`src/design/pdp_pkg.sv`:
```
// Package of the polyline simplifier: widths, defaults, codes and shared types.
// Depends on nothing; used by pdp_mul, the top level and the testbench.
package pdp_pkg;

    localparam int DEF_MAX_POINTS = 64;
    localparam int DEF_COORD_BITS = 24;

    localparam int TOL_W       = 23;
    localparam int SPACING_W   = 7;
    localparam int KIDX_W      = 6;
    localparam int CFG_DATA_W  = 23;
    localparam int CFG_INDEX_W = 1;

    localparam logic [TOL_W-1:0] TOL_RESET = 23'd256;

    localparam int WORD_W    = 64;
    localparam int PROD_W    = 2 * WORD_W;
    localparam int CHUNK_W   = 16;
    localparam int MUL_STEPS = WORD_W / CHUNK_W;
    localparam int STEP_W    = $clog2(MUL_STEPS);

    typedef enum logic [CFG_INDEX_W-1:0] {
        REG_TOLERANCE,
        REG_MAX_SPACING
    } cfg_reg_t;

    typedef enum logic [4:0] {
        S_IDLE,
        S_INIT,
        S_TOL2,
        S_POP,
        S_POPW,
        S_RDB,
        S_GETB,
        S_NSQ1,
        S_NSQ2,
        S_SCAN_RD,
        S_SCAN_D,
        S_M1,
        S_M2,
        S_DECIDE,
        S_W2,
        S_TN,
        S_KEEP,
        S_PUSH2,
        S_FORCE,
        S_EMIT,
        S_EMIT_END
    } pdp_state_t;

    typedef struct packed {
        logic              go;
        logic [WORD_W-1:0] a;
        logic [WORD_W-1:0] b;
    } mul_req_t;

endpackage

```
`src/design/pdp_mul.sv`:
```
// Shared multi-cycle multiplier: 64 by 64 bits to a 128-bit product, one
// 16-bit digit of b per cycle. Depends on pdp_pkg.
module pdp_mul (
    input  logic                      clk,
    input  logic                      rst_n,
    input  pdp_pkg::mul_req_t         req,
    output logic                      done,
    output logic [pdp_pkg::PROD_W-1:0] product
);
    import pdp_pkg::*;

    logic [WORD_W-1:0]         a_reg;
    logic [WORD_W-1:0]         b_reg, b_next;
    logic [PROD_W-1:0]         acc_reg, acc_next;
    logic [STEP_W-1:0]         step_reg, step_next;
    logic                      run_reg, run_next;
    logic                      done_reg, done_next;
    logic [WORD_W+CHUNK_W-1:0] partial;

    // Most significant digit first, so the accumulator shifts left each step.
    assign partial = a_reg * b_reg[WORD_W-1 -: CHUNK_W];

    always_comb
    begin
        b_next    = b_reg;
        acc_next  = acc_reg;
        step_next = step_reg;
        run_next  = run_reg;
        done_next = 1'b0;
        if (req.go)
        begin
            b_next    = req.b;
            acc_next  = '0;
            step_next = '0;
            run_next  = 1'b1;
        end
        else if (run_reg)
        begin
            acc_next  = {acc_reg[PROD_W-CHUNK_W-1:0], {CHUNK_W{1'b0}}}
                        + PROD_W'(partial);
            b_next    = {b_reg[WORD_W-CHUNK_W-1:0], {CHUNK_W{1'b0}}};
            step_next = step_reg + 1'b1;
            if (step_reg == STEP_W'(MUL_STEPS - 1))
            begin
                run_next  = 1'b0;
                done_next = 1'b1;
            end
        end
    end

    always_ff @(posedge clk or negedge rst_n)
    begin
        if (!rst_n)
        begin
            run_reg  <= 1'b0;
            done_reg <= 1'b0;
            step_reg <= '0;
        end
        else
        begin
            run_reg  <= run_next;
            done_reg <= done_next;
            step_reg <= step_next;
        end
    end

    always_ff @(posedge clk)
    begin
        if (req.go)
        begin
            a_reg <= req.a;
        end
        b_reg   <= b_next;
        acc_reg <= acc_next;
    end

    assign done    = done_reg;
    assign product = acc_reg;
endmodule

```
`config.mk`:
```
export PLATFORM = sky130hd
export DESIGN_NAME = pdp_mul
export DESIGN_NICKNAME = d
export VERILOG_FILES = /design/src/design/pdp_pkg.sv /design/src/design/pdp_mul.sv
export SDC_FILE = /design/constraint.sdc
export NUM_CORES = 2
export LEC_CHECK = 0
export ABC_CLOCK_PERIOD_IN_PS = 13100
export BUFFER_PORTS_ARGS = -buffer_cell sky130_fd_sc_hd__buf_2
export CORE_MARGIN = 2
export CORE_UTILIZATION = 25
export CTS_CLUSTER_DIAMETER = 200
export DETAILED_ROUTE_END_ITERATION = 10
export SLEW_MARGIN = 20
export SYNTH_ARGS = -nofsm -noshare
export SYNTH_HDL_FRONTEND = slang
export SYNTH_SLANG_ARGS = --single-unit
export TNS_END_PERCENT = 10
```
`constraint.sdc`:
```
create_clock -name clk -period 13.1 [get_ports clk]
set_clock_uncertainty 0.05 [all_clocks]
set_input_delay 1.31 -clock clk [delete_from_list [all_inputs] [get_ports clk]]
set_output_delay 1.31 -clock clk [all_outputs]
set_load 0.1 [all_outputs]
```
# Word level (Yosys, flattened, before mapping)
# Index checks and enable logic that the tools add are counted.
# totals
regBits	260
inputBits	131
word_cells	21
# classes
addsub	2
mul	1
eq_ne	1
muxes	10
n_reduce_logical	1
# ops
op	n
$add A128 B80 Y128	1
$mux W64	2
$mul A64 B16 Y80	1
$mux W1	6
$mux W2	2
$add A2 B1 Y2 const B	1
$eq A2 B2 Y1 const B	1
$reduce_bool A2 Y1	1

# Longest topological paths before layout
# logic_depth
ltp_word	4
ltp_mapped	28

# Worst setup path before layout
# Ideal clock, no wire load.
# synth_path
kind	reg2reg
startpoint	reg b_reg[49]
endpoint	reg acc_reg[118] (netlist: product[118])
setup_ps	91
t_arrival_ps	6686
required_ps	12959
path_slack_ps	6272
stages_incl_launch_ff	27
synth_period_minus_slack_ps	6828
path_cell_list	edfxtp_1 -> clkbuf_1 -> clkbuf_1 -> nand2_1 -> fa_1 -> inv_1 -> fa_1 -> inv_1 -> fa_1 -> inv_1 -> fa_1 -> fa_1 -> inv_1 -> fa_1 -> inv_1 -> ha_1 -> buf_2 -> nand2_1 -> o21ai_1 -> nor2_1 -> a211oi_2 -> o21ai_1 -> and3_1 -> a211oi_4 -> o211ai_4 -> or4_1 -> a311oi_1
# synth_between
elab_chain_len	2
# synth_rtl
item	line_no	source
from (decl)	pdp_mul.sv:13	logic [WORD_W-1:0] b_reg, b_next;
from (signal assigned)	pdp_mul.sv:73	b_reg <= b_next;
$mul A64 B16 Y80	pdp_mul.sv:21	assign partial = a_reg * b_reg[WORD_W-1 -: CHUNK_W];
$add A128 B80 Y128	pdp_mul.sv:40	+ PROD_W'(partial);
to (signal assigned)	pdp_mul.sv:74	acc_reg <= acc_next;
to (decl)	pdp_mul.sv:14	logic [PROD_W-1:0] acc_reg, acc_next;
# Every way passes these cells.
# A chain may end at the register's enable or synchronous reset.

# Worst setup path after layout
# layout_path
startpoint	reg b_reg[49]
endpoint	reg acc_reg[117] (netlist: product[117])
# Same word-level chain as after synthesis.

==> out/results.tsv <==
metric	value	unit
final WL	144	mm
Syn Area/Cell	9.01	sq um
synthesized area	0.0446	sq mm
Residual DRC	0	
RSZ-0062 raised after global routing	false	
fill count	18900	
min Tclk post-route	8.86	ns
total CTS buffers	38	
pins over their slew limit	0	
Detail Route Antenna Nets	0	
largest net degree at the start of global routing	86	
peak fanout along the critical path	45	
Initial Utilization	25.1	%
Syn Nets	6180	
max-cap violations	0	
Worst Setup End Kind	flip-flop	
drt via density	4.57	
HP Start	product[112]	
most frequent cells in the layout	inv_1 (1154), fa_1 (930), nand2_1 (820)	
sequential fraction of the synthesis area	14.6	%
die height	426	microns
main flop type after synthesis	edfxtp_1	
final setup fails	0	
relative slew slack	28.0	%
Fmax	0.113	GHz
number of synthesized flops with an enable pin	128	
Global Route Usage Sum	16.1	%
io pins	260	
CTS H-tree depth	2	
Clock Pin Slew Worst Setup and Hold Paths	0.06	ns
# rows	155	
Worst-Skew Late Latency	0.65	ns
layout cells sized above 1	8.40	%
worst endpoint required time	13.53	ns
Top Usage Layer GRT	met2	
vias in the first global route	36900	
Hold Vio Cnt, Final	0	
area post-placement	0.0480	sq mm
# clock sinks	260	
Global Route met3 Usage	2.11	%
#FFs+latches synth	260	
gr ovfl total	0	
Core ar.	0.178	sq mm
post-route clock period utilization	67.7	%
Yosys cell types	81	
Worst-Margin Slew	1.08	ns
M2 GR Usage	28.5	%
Min-Delay Path Class	reg -> reg	
CTS tree	done	
cts repair resizes	0	
asr flop ratio synth	1.54	%
post-DP HPWL	114	mm
antenna violations before repair	6	
Setup Fix Bufs, Post-CTS	0	
critical path class	reg -> reg	
Synth Warn #	0	
via count	33900	
design area	0.0493	sq mm
RePlAce Congestion	0.909	
crit path DAT	9.29	ns
worst-case clock buffer depth	3	
Die ar.	0.182	sq mm
max FFs per register	128	
Worst Setup SP	b_reg[49]	
DR pass1 iterations	8	
Synth Instances	4950	
Routed WL per cell	19.5	microns
first-pass GRT wire length	225	mm
nets	6251	
Crit Reg-Reg Startpoint	b_reg[49]	
PortBufs	259	
most common cell after layout, fill and taps aside	inv_1	
final setup TNS	0	ns
clock root buffer	clkbuf_16	
DRT iter0 DRCs	2228	
die width	426	microns
area delta synth->final	10.5	%
Post-CTS Hold Fix Bufs	0	
status	finished clean	
Critical Path Start Type	flip-flop	
GR met1 Demand/Resource	19.9	%
metal layers:
metal	vias to the layer above	part of all wire [%]
met1	17700	40
met2	1039	50
met3	248	5.1
met5	-	0
met4	0	4.4
li1	14900	-
worst max-delay path, cell delays in order, from the launching register on:
cell      delay, ns
edfxtp_1       0.88
buf_4          0.66
nand2_1        0.18
fa_1           0.54
fa_1           0.53
fa_1           0.52
inv_1          0.06
fa_1           0.50
fa_1           0.51
inv_1          0.05
fa_1           0.49
inv_1          0.05
ha_1           0.37
a21oi_1        0.24
o21ai_0        0.16
o21ai_0        0.22
o21ai_0        0.14
a211oi_1       0.66
nor2_1         0.17
a41oi_1        0.72
o32ai_1        0.42
a311oi_1       0.41
nor4_1         0.09
cell families after synthesis:
logic type	after synthesis	synth area share, %
xor+xnor	107	2.10
flops	260	14.6
fa+ha+maj	1099	46.5
simple gates	1547	16.2
compound gates	428	6.15
buf+inv	1414	12.2
mux	95	2.27
cell usage after synthesis (all sizes together) (49+ instances only):
master / n / area [sq um]
ha: 169 / 2110
nor2: 152 / 571
a21oi: 121 / 606
clkbuf: 231 / 930
xnor2: 76 / 666
inv: 1155 / 4340
edfxtp: 128 / 3840
mux2: 49 / 552
and2: 384 / 2410
dfxtp: 128 / 2560
fa: 930 / 18600
o21ai: 110 / 551
nand2: 821 / 3090
through the flow:
| step | hold slack (ns) | util (%) | setup slack, ns | std cells |
|---|---|---|---|---|
| after floorplan | 0.441 | - | 6.27 | 4950 |
| after global placement | 0.387 | 27.0 | 4.53 | 7336 |
| after detailed placement | 0.393 | 27.0 | 4.31 | 7336 |
| after CTS | 0.383 | 27.7 | 4.25 | 7405 |
| after global routing | 0.393 | 27.7 | 3.81 | 7407 |
| final | 0.404 | 27.7 | 4.24 | 7409 |
final cells by class:
| cell class | count | area, sq um | area share [%] |
|---|---|---|---|
| diodes | 4 | 10.0 | 0.0203 |
| clock buffers | 40 | 968 | 1.96 |
| clock inverters | 29 | 313 | 0.634 |
| inverters | 1156 | 4340 | 8.80 |
| multi-input cells | 3276 | 32700 | 66.3 |
| flip-flops and latches | 260 | 6510 | 13.2 |
| well taps | 2355 | 2950 | 5.98 |
| repair buffers | 289 | 1530 | 3.11 |
final timing paths:
path | cells after the start | slack (ns) | endpoint
hold / removal | 2 | 0.40 | product[112]
max in group asynchronous | 1 | 12.44 | step_reg[1]
setup / recovery | 22 | 4.24 | product[117]
min in group asynchronous | 1 | 0.41 | run_reg
hold reg to reg | 2 | 0.40 | product[112]
setup reg to reg | 22 | 4.24 | product[117]
Power is not shown: default switching activity piles up to over one toggle a cycle in this logic, so the estimate is an artifact.
