$ cat src/design/pdp_ram.sv
// Generic simple dual-port RAM with one write port and a registered read port.
// Depends on nothing.
module pdp_ram #(
    parameter int WIDTH = 8,
    parameter int DEPTH = 64
) (
    input  logic                     clk,
    input  logic                     we,
    input  logic [$clog2(DEPTH)-1:0] waddr,
    input  logic [WIDTH-1:0]         wdata,
    input  logic [$clog2(DEPTH)-1:0] raddr,
    output logic [WIDTH-1:0]         rdata
);
    logic [WIDTH-1:0] mem [DEPTH];

    always_ff @(posedge clk)
    begin
        if (we)
        begin
            mem[waddr] <= wdata;
        end
        rdata <= mem[raddr];
    end
endmodule

$ cat config.mk
export PLATFORM = sky130hd
export DESIGN_NAME = pdp_ram
export DESIGN_NICKNAME = d
export VERILOG_FILES = /design/src/design/pdp_ram.sv
export SDC_FILE = /design/constraint.sdc
export NUM_CORES = 1
export LEC_CHECK = 0
export ABC_AREA = 0
export BUFFER_PORTS_ARGS = -buffer_cell sky130_fd_sc_hd__buf_4
export CORE_MARGIN = 4
export CORE_UTILIZATION = 60
export DETAILED_ROUTE_END_ITERATION = 8
export GPL_ROUTABILITY_DRIVEN = 1
export PLACE_DENSITY = 0.76
export SLEW_MARGIN = 30
export SYNTH_ARGS = -nofsm -noshare
export SYNTH_HDL_FRONTEND = slang
export SYNTH_SLANG_ARGS = --single-unit
$ cat constraint.sdc
create_clock -name clk -period 2.2 [get_ports clk]
set_input_delay 0.11 -clock clk [delete_from_list [all_inputs] [get_ports clk]]
set_output_delay 0.11 -clock clk [all_outputs]
set_load 0.02 [all_outputs]
Yosys cells after proc, flatten, opt, wreduce, memory -nomap -nowiden

Memory sizes are Yosys's and may differ from the RTL's. A register that Yosys moved wholly into a read port is not among the register bits.
Index checks and enable logic that the tools add are counted.

Output and inout bits: 8
Memory bits (writable): 512
Input port bits: 22
Memories: 1
Flip-flop bits (word level): 0
Word-level logic and storage cells: 3

Mux-type cells: 2

Memory list:

| name | words | bits a word | rd ports | clocked after memory_dff | write ports | line | source |
|---|---|---|---|---|---|---|---|
| mem  | 64    | 8           | 1        | 1                        | 1           | 14   | `logic [WIDTH-1:0] mem [DEPTH];` |

Operators with widths:

| operator         | count |
|---|---|
| 2-to-1 mux 1 bit | 2 |

Logic depth before layout (Yosys ltp)

Gate-level depths: netlist of run 1.

Depth after elaboration: 2
Depth in mapped cells: 9
Mapped depth without buffers: 5

Worst setup path before layout of run 1

No wires, ideal clock.

Path kind: input -> register
Start: in raddr[1]
End: reg rdata[3], read port of mem
Path slack: 422 ps
Arrival time: 1,650 ps
Required time: 2,072 ps
Stages on the path: 7
Path through: buf_4 buf_2 buf_2 mux4_2 mux4_2 o21ai_1 o41ai_1

RTL lines:

| element            | line | source |
|---|---|---|
| start: declaration | 11   | `input logic [$clog2(DEPTH)-1:0] raddr,` |
| end: declaration   | 12   | `output logic [WIDTH-1:0] rdata` |

==> metrics, run 1 <==
Synth Net Count=962; worst hold path stage count=3; Synth area leaders=edfxtp_1, mux4_2, nor2_1, mux2i_1, dfxtp_1; Initial Utilization=0.6136; DR iter-0 viols=~1300; Layout area overhead=14.87%; min setup slack post-route=0.2267 ns; synth cell count leaders=edfxtp_1, mux4_2, nor2_1; drt wl/cell=~28 um; Netlist cell types=40; Worst R2R Path Depth=5; critical path class=register to register; crit path launch type=register; Ant. Diodes=0; dpl cells=1475; LEAKAGE=about 7.5 nW; Num Clock Sinks=520; worst skew pair latency=0.56 ns; top-count cell post-synth=edfxtp_1; reg-to-reg setup timing slack=approximately 0.23 ns; Post-Syn Instances=940; buffers inserted by post-CTS timing repair=0; max_slew headroom=0.5026; full die area=36610 um^2; Via density=~6.4; HP Class=input port to register; Fin. Hold Viols=0; worst slack, placed=-0.06084 ns; Worst Skew=between 0.01 and 0.015 ns; Final Setup Violations=0; EDFF count, synth=slightly above 500; initial antenna violation count=0; Clock Pin Slew Worst Setup and Hold Paths=0.06 ns; core area=32870 um^2; Synth Area per Inst=21.45 um^2; r2r startpoint=mem[17][4]; vias in the first global route=~10000; Least-Margin Pin Slew=~0.75 ns; die height=roughly 190 um; M2 GR Usage=0.3932; pwr/cell area=870.1 nW/um^2; maximum vdd ir drop=0.6244 mV; largest net degree at the start of global routing=65; fin. max-slew vios=0; final core occ=0.7048; clock buffer depth=3; Cell Area, Synth=20170 um^2; maxcap violations=0; detailed-route via count=between 10000 and 15000; IO Pins=30; Critical Path Sink Type=register; min cycle time layout=1.973 ns; fraction of layout instances using a drive strength above 1=0.3119; Most Used Layer, Global Route=met2; Root Driver=clkbuf_16; # DRC=0; RSZ-0062 raised after global routing=no; Post-synth top flop=edfxtp_1; Critical Path RT=2.63 ns; HP Start=waddr[1]; Post-Layout Cell Count=1561; Die W=191.3 um; Seq/Total Area, Yosys=0.7703; GP Congestion=a little over 0.8; grt ovf=0; worst hold endpoint=mem[51][0]; cell taking the most area after synthesis=edfxtp_1; Total GRT Usage=0.2485; Async S/R FF share, synth=0; TritonCTS Buffers=49; FP Rows=between 60 and 70; DRT antenna net count=0; post-synthesis sequential element count=520; clock tree from TritonCTS=yes; Fillers=1988; drt pass-1 iters=5; hpwl dp=roughly 28 mm; Peak Freq=506.8 MHz; top-area cell type share of the netlist area=0.7624; FF-to-FF End=rdata[4]; first-pass GRT wire length=between 60 and 70 mm; outcome=complete, no violations; total wire length=44.00 mm; H-tree levels=2; Synth Warn #=0; CP max FO=1; period utilization=0.8969; nets@finish=between 1000 and 1500; port bufs=29; setup TNS=0 ns; met1 GRT Util=0.3726; PostCTS Resize Cnt=0; met3 Use GR=0.04182; crit path DAT=2.41 ns
[per-stage QoR]
stage	power (mW)	area [um^2]	hold WS, ns
2_1_floorplan	11.80	20170	0.2089
3_3_place_gp	12.28	21630	0.4946
3_5_place_dp	12.31	21630	0.4847
4_1_cts	20.27	23160	0.06670
5_1_grt	20.79	23160	0.1064
6_report	20.16	23160	0.09441
[cells by family after synthesis]
kind of cell,after synthesis,share of synthesized area
flops,520,0.7703
mux,162,0.1594
simple gates,153,0.03387
buf+inv,51,0.01570
compound gates,54,0.02072
[placed cells by master, fill, tap and decap left out, types with 3 or more instances in the layout]
master     Yosys  routed
a22oi_1        3       3
nand2b_1       7       7
nor3_1         7       7
nand2_1       19      19
nor2b_1       14      14
o2111ai_1      3       3
mux4_2       126     126
o22ai_1        8       8
clkbuf_16      0      51
buf_12         2      11
nand3b_1       3       3
dfxtp_1        8       8
a21oi_1        3       3
o221ai_1       8       8
clkinv_2       0       7
nand3_1       13      13
a211oi_1       4       4
buf_4         13     132
nor2_1        83      83
mux2i_1       23      23
bufinv_16      0       4
clkinv_1       0      10
mux2_2        13      13
clkbuf_1      17      11
o2bb2ai_1      3       3
a221oi_1       6       6
edfxtp_1     512     512
[worst max-delay path: stages (launching register included)]
cell	delay [ns]
edfxtp_1	0.38
mux4_2	0.47
mux2_2	0.28
o221a_2	0.29
nor3_1	0.31
o32ai_1	0.14
[area by class of cell]
type / instances / area [um^2] / share of cell area
Sequential cell: 520 / 15530 / 0.6706
Multi-Input combinational cell: 369 / 4315 / 0.1863
Clock buffer: 62 / 1318 / 0.05688
Timing Repair Buffer: 145 / 1235 / 0.05331
Tap cell: 442 / 553.0 / 0.02387
Clock inverter: 23 / 209.0 / 0.009020
[sequential cells by signal, summed over array words and instances, names as in the netlist]
signal  cells
mem       512
rdata       8
[how the worst max path moves through the flow]
| stage | startpoint | end | slack [ns] | cells past startpoint |
|---|---|---|---|---|
| after detailed placement | raddr[0] | rdata[7] | -0.06 | 6 |
| after global placement | raddr[0] | rdata[7] | -0.11 | 6 |
| after global routing | mem[51][7] | rdata[7] | 0.17 | 4 |
| after CTS | mem[51][7] | rdata[7] | 0.17 | 4 |
| final | mem[17][4] | rdata[4] | 0.23 | 5 |
| after floorplan | raddr[1] | rdata[3] | 0.42 | 7 |
[layer usage]
layer  wire length, um  vias to the layer above
met2             21600                      561
met3              4216                       78
met1             17240                     5180
met5                 0                        -
met4               947                        0
li1                  -                     4210
[timing repair]
item / CTS / global route
hold endpoints to repair: 7 / 0
endpoints found under the setup margin: 0 / 0
hold buffers: 1 / 0
[power by group]
part / switching, mW / leakage (nW) / internal (mW) / total [mW]
combinational: 0.644 / 2.08 / 0.449 / 1.09
clock: 3.38 / 0.746 / 4.68 / 8.06
sequential: 0.0388 / 4.67 / 11.0 / 11.0
Power figures use the tool's default switching activity.
==> inputs of run 2 (changes only) <==
- clock period: 2.2 -> 2.4 ns (I/O delays scaled with it)
==> run 2 against run 1 <==
Compared with the run above: clock skew grew 0.0050 ns; clock power decreased by 4.3%; die area stayed put; setup slack gained 0.17 ns; power fell by 6.9%; utilization shrank 0.095 points; sequential cell count stayed put; highest routed layer unchanged; non-clock buffer count decreased by 11; design area fell by 0.14%; sequential share of layout area rose by 0.091 points; hold slack got worse by 0.0067 ns; global-route usage fell by 0.30 points; largest cell class unchanged.
==> metrics, run 2 (synthesized netlist as in run 1, its figures left out) <==
CP Capture Point=rdata[6]; full die area=36610 um^2 (unchanged); Critical Path RT=2.83 ns (+0.20 ns); most common cell after layout, fill and taps aside=edfxtp_1; pwr/cell area=811.4 nW/um^2 (-6.8%); Num Clock Sinks=520 (unchanged); Least-Margin Pin Slew=0.7340 ns (-0.01218 ns); total wire length=43.11 mm (-2.0%); maximum vdd ir drop=0.6017 mV (-3.6%); GP Congestion=0.8227 (+2.0%); total power=18.77 mW (-6.9%); initial antenna violation count=0 (unchanged); Fin. Hold Viols=0 (unchanged); Slowest Stage Delay on Critical Path=0.47 ns (about the same); CP Buf/Inv Count=1 (+1); switching share of power=0.2044 (+0.002752); die height=191.3 um (unchanged); drt wl/cell=27.68 um (-1.8%); delay-heaviest family, CP=multiplexers; Comb pwr share=0.052 (-0.002); Fillers=1989 (+0.050%); Ant. Diodes=0 (unchanged); crit-path cells=mux4_2 -> mux2_2 -> o221a_2 -> nor3_1 -> buf_4 -> o32ai_1; LEAKAGE=7.462 nW (-0.44%); FP Rows=66 (unchanged); Final Setup Violations=0 (unchanged); Most flops, register=mem; Critical Path Start=mem[24][6]; reg-to-reg setup timing slack=0.39 ns (+0.17 ns); nets@finish=1096 (-0.99%); FF-to-FF End=rdata[6]; Worst R2R Path Depth=6 (+1); internal power=14.93 mW (-7.2%); HP Class=input port to register; clock tree from TritonCTS=yes; IO Pins=30 (unchanged); port bufs=29 (unchanged); TritonCTS Buffers=49 (unchanged); detailed-route via count=10015 (-0.14%); r2r startpoint=mem[24][6]; biggest regs=mem: 512 flops, rdata: 8 flops; sequential power share=0.537 (-0.009); H-tree levels=2 (unchanged); buffers inserted by post-CTS timing repair=0 (unchanged); Peak Freq=498.1 MHz (-1.7%); Crit path depth=6 (+1); fraction of layout instances using a drive strength above 1=0.3130 (+0.001119); CP max FO=1 (unchanged); Layout area overhead=14.71%; # DRC=0 (unchanged); core area=32870 um^2 (unchanged); vias in the first global route=10187 (+0.68%); WHS=0.08769 ns (-0.006716 ns); worst skew pair latency=0.56 ns (about the same); max_slew headroom=0.5107 (+0.008119); grt ovf=0 (unchanged); drt pass-1 iters=5 (unchanged); largest net degree at the start of global routing=65 (unchanged); Total GRT Usage=0.2454 (-0.003039); Root Driver=clkbuf_16; min cycle time layout=2.008 ns (+0.03423 ns); worst hold path stage count=3 (unchanged); critical path class=register to register; DRT antenna net count=0 (unchanged); crit path DAT=2.44 ns (+0.03 ns); Initial Utilization=0.6136 (unchanged); crit path launch type=register; Critical Path Sink Type=register; RSZ-0062 raised after global routing=no; Via density=6.432 (+0.12%); number of flip-flops in the largest register=512 (unchanged); dpl cells=1464 (-0.75%); clock buffer depth=3 (unchanged); DR iter-0 viols=1313 (+0.84%); first-pass GRT wire length=65.83 mm (-0.72%); fin. max-slew vios=0 (unchanged); maxcap violations=0 (unchanged); Post-Layout Cell Count=1557 (-0.26%); period utilization=0.8365 (-0.06048); Clock Pin Slew Worst Setup and Hold Paths=0.07 ns (about the same); most frequent cells in the layout=edfxtp_1, mux4_2, buf_4, nor2_1, clkbuf_16; setup TNS=0 ns (unchanged); hpwl dp=26.02 mm (-5.5%); Worst Skew=0.01880 ns (+0.004958 ns); final core occ=0.7039 (-0.0009520); Clk network pwr share=0.411 (+0.011); outcome=complete, no violations; P_sw=3.836 mW (-5.6%); Die W=191.3 um (unchanged); CP max stage cell=mux4_2
==> run 2: worst register-to-register path, cell delays in order, from the launching register on <==
cell	delay [ns]
edfxtp_1	0.36
mux4_2	0.47
mux2_2	0.30
o221a_2	0.30
nor3_1	0.21
buf_4	0.17
o32ai_1	0.08
==> run 2: worst min-delay path by stage <==
stage                   from         end  slack (ns)
floorplan           wdata[0]   mem[0][0]        0.22
global placement    raddr[5]    rdata[2]        0.51
detailed placement  raddr[5]    rdata[0]        0.52
CTS                 waddr[2]  mem[55][3]        0.05
global route        waddr[2]  mem[55][7]        0.08
finish              waddr[2]  mem[55][7]        0.09
==> run 2: stage by stage <==
stage | setup WS [ns] | area (um^2)
after floorplan | 0.6123 | 20170
after global placement | 0.1493 | 21500
after detailed placement | 0.1203 | 21500
after CTS | 0.4124 | 23130
after global routing | 0.3629 | 23130
final | 0.3925 | 23130
==> run 2: power groups by stage <==
| stage | combinational (mW) | sequential (mW) | clock (mW) |
|---|---|---|---|
| 6_report | 0.977 | 10.1 | 7.71 |
| 4_1_cts | 0.983 | 10.1 | 7.83 |
| 3_5_place_dp | 0.978 | 10.3 | 0 |
| 2_1_floorplan | 0.536 | 10.3 | 0 |
| 5_1_grt | 1.04 | 10.1 | 8.23 |
| 3_3_place_gp | 0.954 | 10.3 | 0 |
==> run 2: repair_timing <==
| action | 4_1_cts | 5_1_grt |
|---|---|---|
| hold endpoints to repair | 6 | 0 |
| resized for setup | 0 | 0 |
| hold buffers | 1 | 0 |
==> run 2: cell type report <==
class                   instances  area (um^2)  area share
clock buffers                  66         1383     0.05977
clock inverters                26        245.2     0.01060
multi-input cells             369         4315      0.1865
flip-flops and latches        520        15530      0.6715
well taps                     442        553.0     0.02391
repair buffers                134         1102     0.04765
==> run 2: layer usage <==
metal  vias to the layer above  wire length (um)  global-route usage
met4                         0              1119             0.06934
met5                         -                 0                   0
met1                      5240             17050              0.3670
met2                       512             21090              0.3832
li1                       4191                 -                   -
met3                        72              3844             0.04438
==> inputs of run 3 (changes only) <==
- CORE_UTILIZATION: 60 -> 56
- PLACE_DENSITY: 0.76 -> 0.75
- clock period: 2.4 -> 1.7 ns (I/O delays scaled with it)
==> run 3 against run 2 <==
Compared with the run above: clock-buffer cell count did not move; clock power rose by 43%; non-clock buffer count rose by 56; setup slack got worse by 0.66 ns; register-to-register slack got worse by 0.66 ns; the flow now finishes with violations (setup timing); largest power group unchanged; final cell count rose by 4.8%.
==> metrics, run 3 (synthesized netlist as in run 1, its figures left out) <==
outcome=finished with violations; violations in the final reports=setup timing; hpwl dp=28.22 mm (+8.4%); dpl cells=1540 (+5.2%); DR iter-0 viols=1123 (-14%); Via density=6.248 (-2.9%); Critical Path Sink Type=register; nets@finish=1153 (+5.2%); drt wl/cell=27.65 um (-0.12%); most frequent cells in the layout=edfxtp_1, buf_4, mux4_2, nor2_1, clkbuf_16; HP Class=input port to register; pwr/cell area=1129 nW/um^2 (+39%); Clock Pin Slew Worst Setup and Hold Paths=0.07 ns (about the same); min cycle time layout=1.971 ns (-0.03629 ns); IO Pins=30 (unchanged); fin. max-slew vios=0 (unchanged); Die W=197.8 um (+3.4%); Fin. Hold Viols=0 (unchanged); crit path launch type=register; Final Setup Violations=8 (+8); port bufs=29 (unchanged); CP max FO=1 (unchanged); Root Driver=clkbuf_16; worst skew pair latency=0.57 ns (about the same); detailed-route via count=10190 (+1.7%); Worst Skew=0.01546 ns (-0.003336 ns); buffers inserted by post-CTS timing repair=0 (unchanged); Total GRT Usage=0.2354 (-0.009986); CP max stage cell=mux4_2; drt pass-1 iters=5 (unchanged); Layout area overhead=17.96%; period utilization=1.160 (+0.3231); Fillers=2230 (+12%); setup TNS=-1.032 ns (-1.032 ns); FP Rows=69 (+4.5%); biggest regs=mem: 512 flops, rdata: 8 flops; full die area=39110 um^2 (+6.8%); Critical Path RT=2.14 ns (-0.69 ns); clock buffer depth=3 (unchanged); LEAKAGE=7.801 nW (+4.5%); H-tree levels=2 (unchanged); WHS=0.06297 ns (-0.02472 ns); delay-heaviest family, CP=multiplexers; max_slew headroom=0.4938 (-0.01687); most common cell after layout, fill and taps aside=edfxtp_1; clock tree from TritonCTS=yes; initial antenna violation count=0 (unchanged); Slowest Stage Delay on Critical Path=0.49 ns (+0.02 ns); first-pass GRT wire length=67.45 mm (+2.5%); crit-path cells=mux4_2 -> mux2_4 -> o221a_4 -> nor3_4 -> o32ai_2; largest net degree at the start of global routing=65 (unchanged); CP Buf/Inv Count=0 (-1); Peak Freq=507.3 MHz (+1.8%); number of flip-flops in the largest register=512 (unchanged); min setup slack post-route=-0.2712 ns (-0.6637 ns); final core occ=0.6688 (-0.03505); Initial Utilization=0.5670 (-0.04662); die height=197.8 um (+3.4%); Least-Margin Pin Slew=0.7593 ns (+0.02531 ns); worst slack, placed=-0.6765 ns (-0.7968 ns); core area=35570 um^2 (+8.2%); # DRC=0 (unchanged); grt ovf=0 (unchanged); RSZ-0062 raised after global routing=yes; vias in the first global route=10508 (+3.2%); total wire length=45.10 mm (+4.6%); TritonCTS Buffers=50 (+2.0%); GP Congestion=0.8442 (+2.6%); Most flops, register=mem; Post-Layout Cell Count=1631 (+4.8%); DRT antenna net count=0 (unchanged); maxcap violations=0 (unchanged); maximum vdd ir drop=0.9375 mV (+56%); critical path class=register to register; crit path DAT=2.41 ns (-0.03 ns); Num Clock Sinks=520 (unchanged); fraction of layout instances using a drive strength above 1=0.3567 (+0.04371)
-- run 3: layout make-up --
| type | count | area, um^2 | share of cell area |
|---|---|---|---|
| antenna | 1 | 2.502 | 0.0001052 |
| clock buffer | 66 | 1343 | 0.05644 |
| clock inverter | 24 | 295.3 | 0.01241 |
| multi-input combinational | 369 | 4439 | 0.1866 |
| sequential | 520 | 15530 | 0.6530 |
| tap | 461 | 576.8 | 0.02425 |
| timing repair buffer | 190 | 1598 | 0.06716 |
-- run 3: path summary, 6_finish.rpt --
kind                            slack [ns]          to       start  cells after the start
worst max-delay path                 -0.27    rdata[6]  mem[20][6]                      5
worst min-delay path                  0.06  mem[48][3]    waddr[1]                      3
worst max register to register       -0.27    rdata[6]  mem[20][6]                      5
worst min register to register        0.82    rdata[7]   mem[6][7]                      4
-- run 3: stage by stage --
| step | power, mW | area [um^2] |
|---|---|---|
| 2_1_floorplan | 15.27 | 20170 |
| 3_3_place_gp | 16.00 | 22020 |
| 3_5_place_dp | 16.03 | 22020 |
| 4_1_cts | 27.02 | 23770 |
| 5_1_grt | 27.71 | 23790 |
| 6_report | 26.86 | 23790 |
-- run 3: where the power goes --
group / internal, mW / total (mW) / leakage [nW] / switching, mW
logic: 0.680 / 1.57 / 2.34 / 0.892
registers: 14.2 / 14.2 / 4.67 / 0.0522
clock network: 6.49 / 11.0 / 0.791 / 4.55
total: 21.4 / 26.9 / 7.80 / 5.50
-- run 3: worst reg2reg max path, cell delays in order, from the launching register on --
cell,delay [ns]
edfxtp_1,0.36
mux4_2,0.49
mux2_4,0.31
o221a_4,0.28
nor3_4,0.29
o32ai_2,0.12
-- run 3: timing repair --
action                     4_1_cts  5_1_grt
gates resized for setup         22        4
hold endpoints to repair         7        0
hold buffers                     1        0
setup endpoints to repair        8        8
pin swaps                        4        1
-- run 3: per-layer routing --
layer / global-route usage / up-vias / wire (um)
met5: 0 / - / 0
met4: 0.07116 / 0 / 1498
met3: 0.04730 / 97 / 4082
met2: 0.3816 / 491 / 22290
met1: 0.3322 / 5301 / 17230
li1: - / 4301 / -
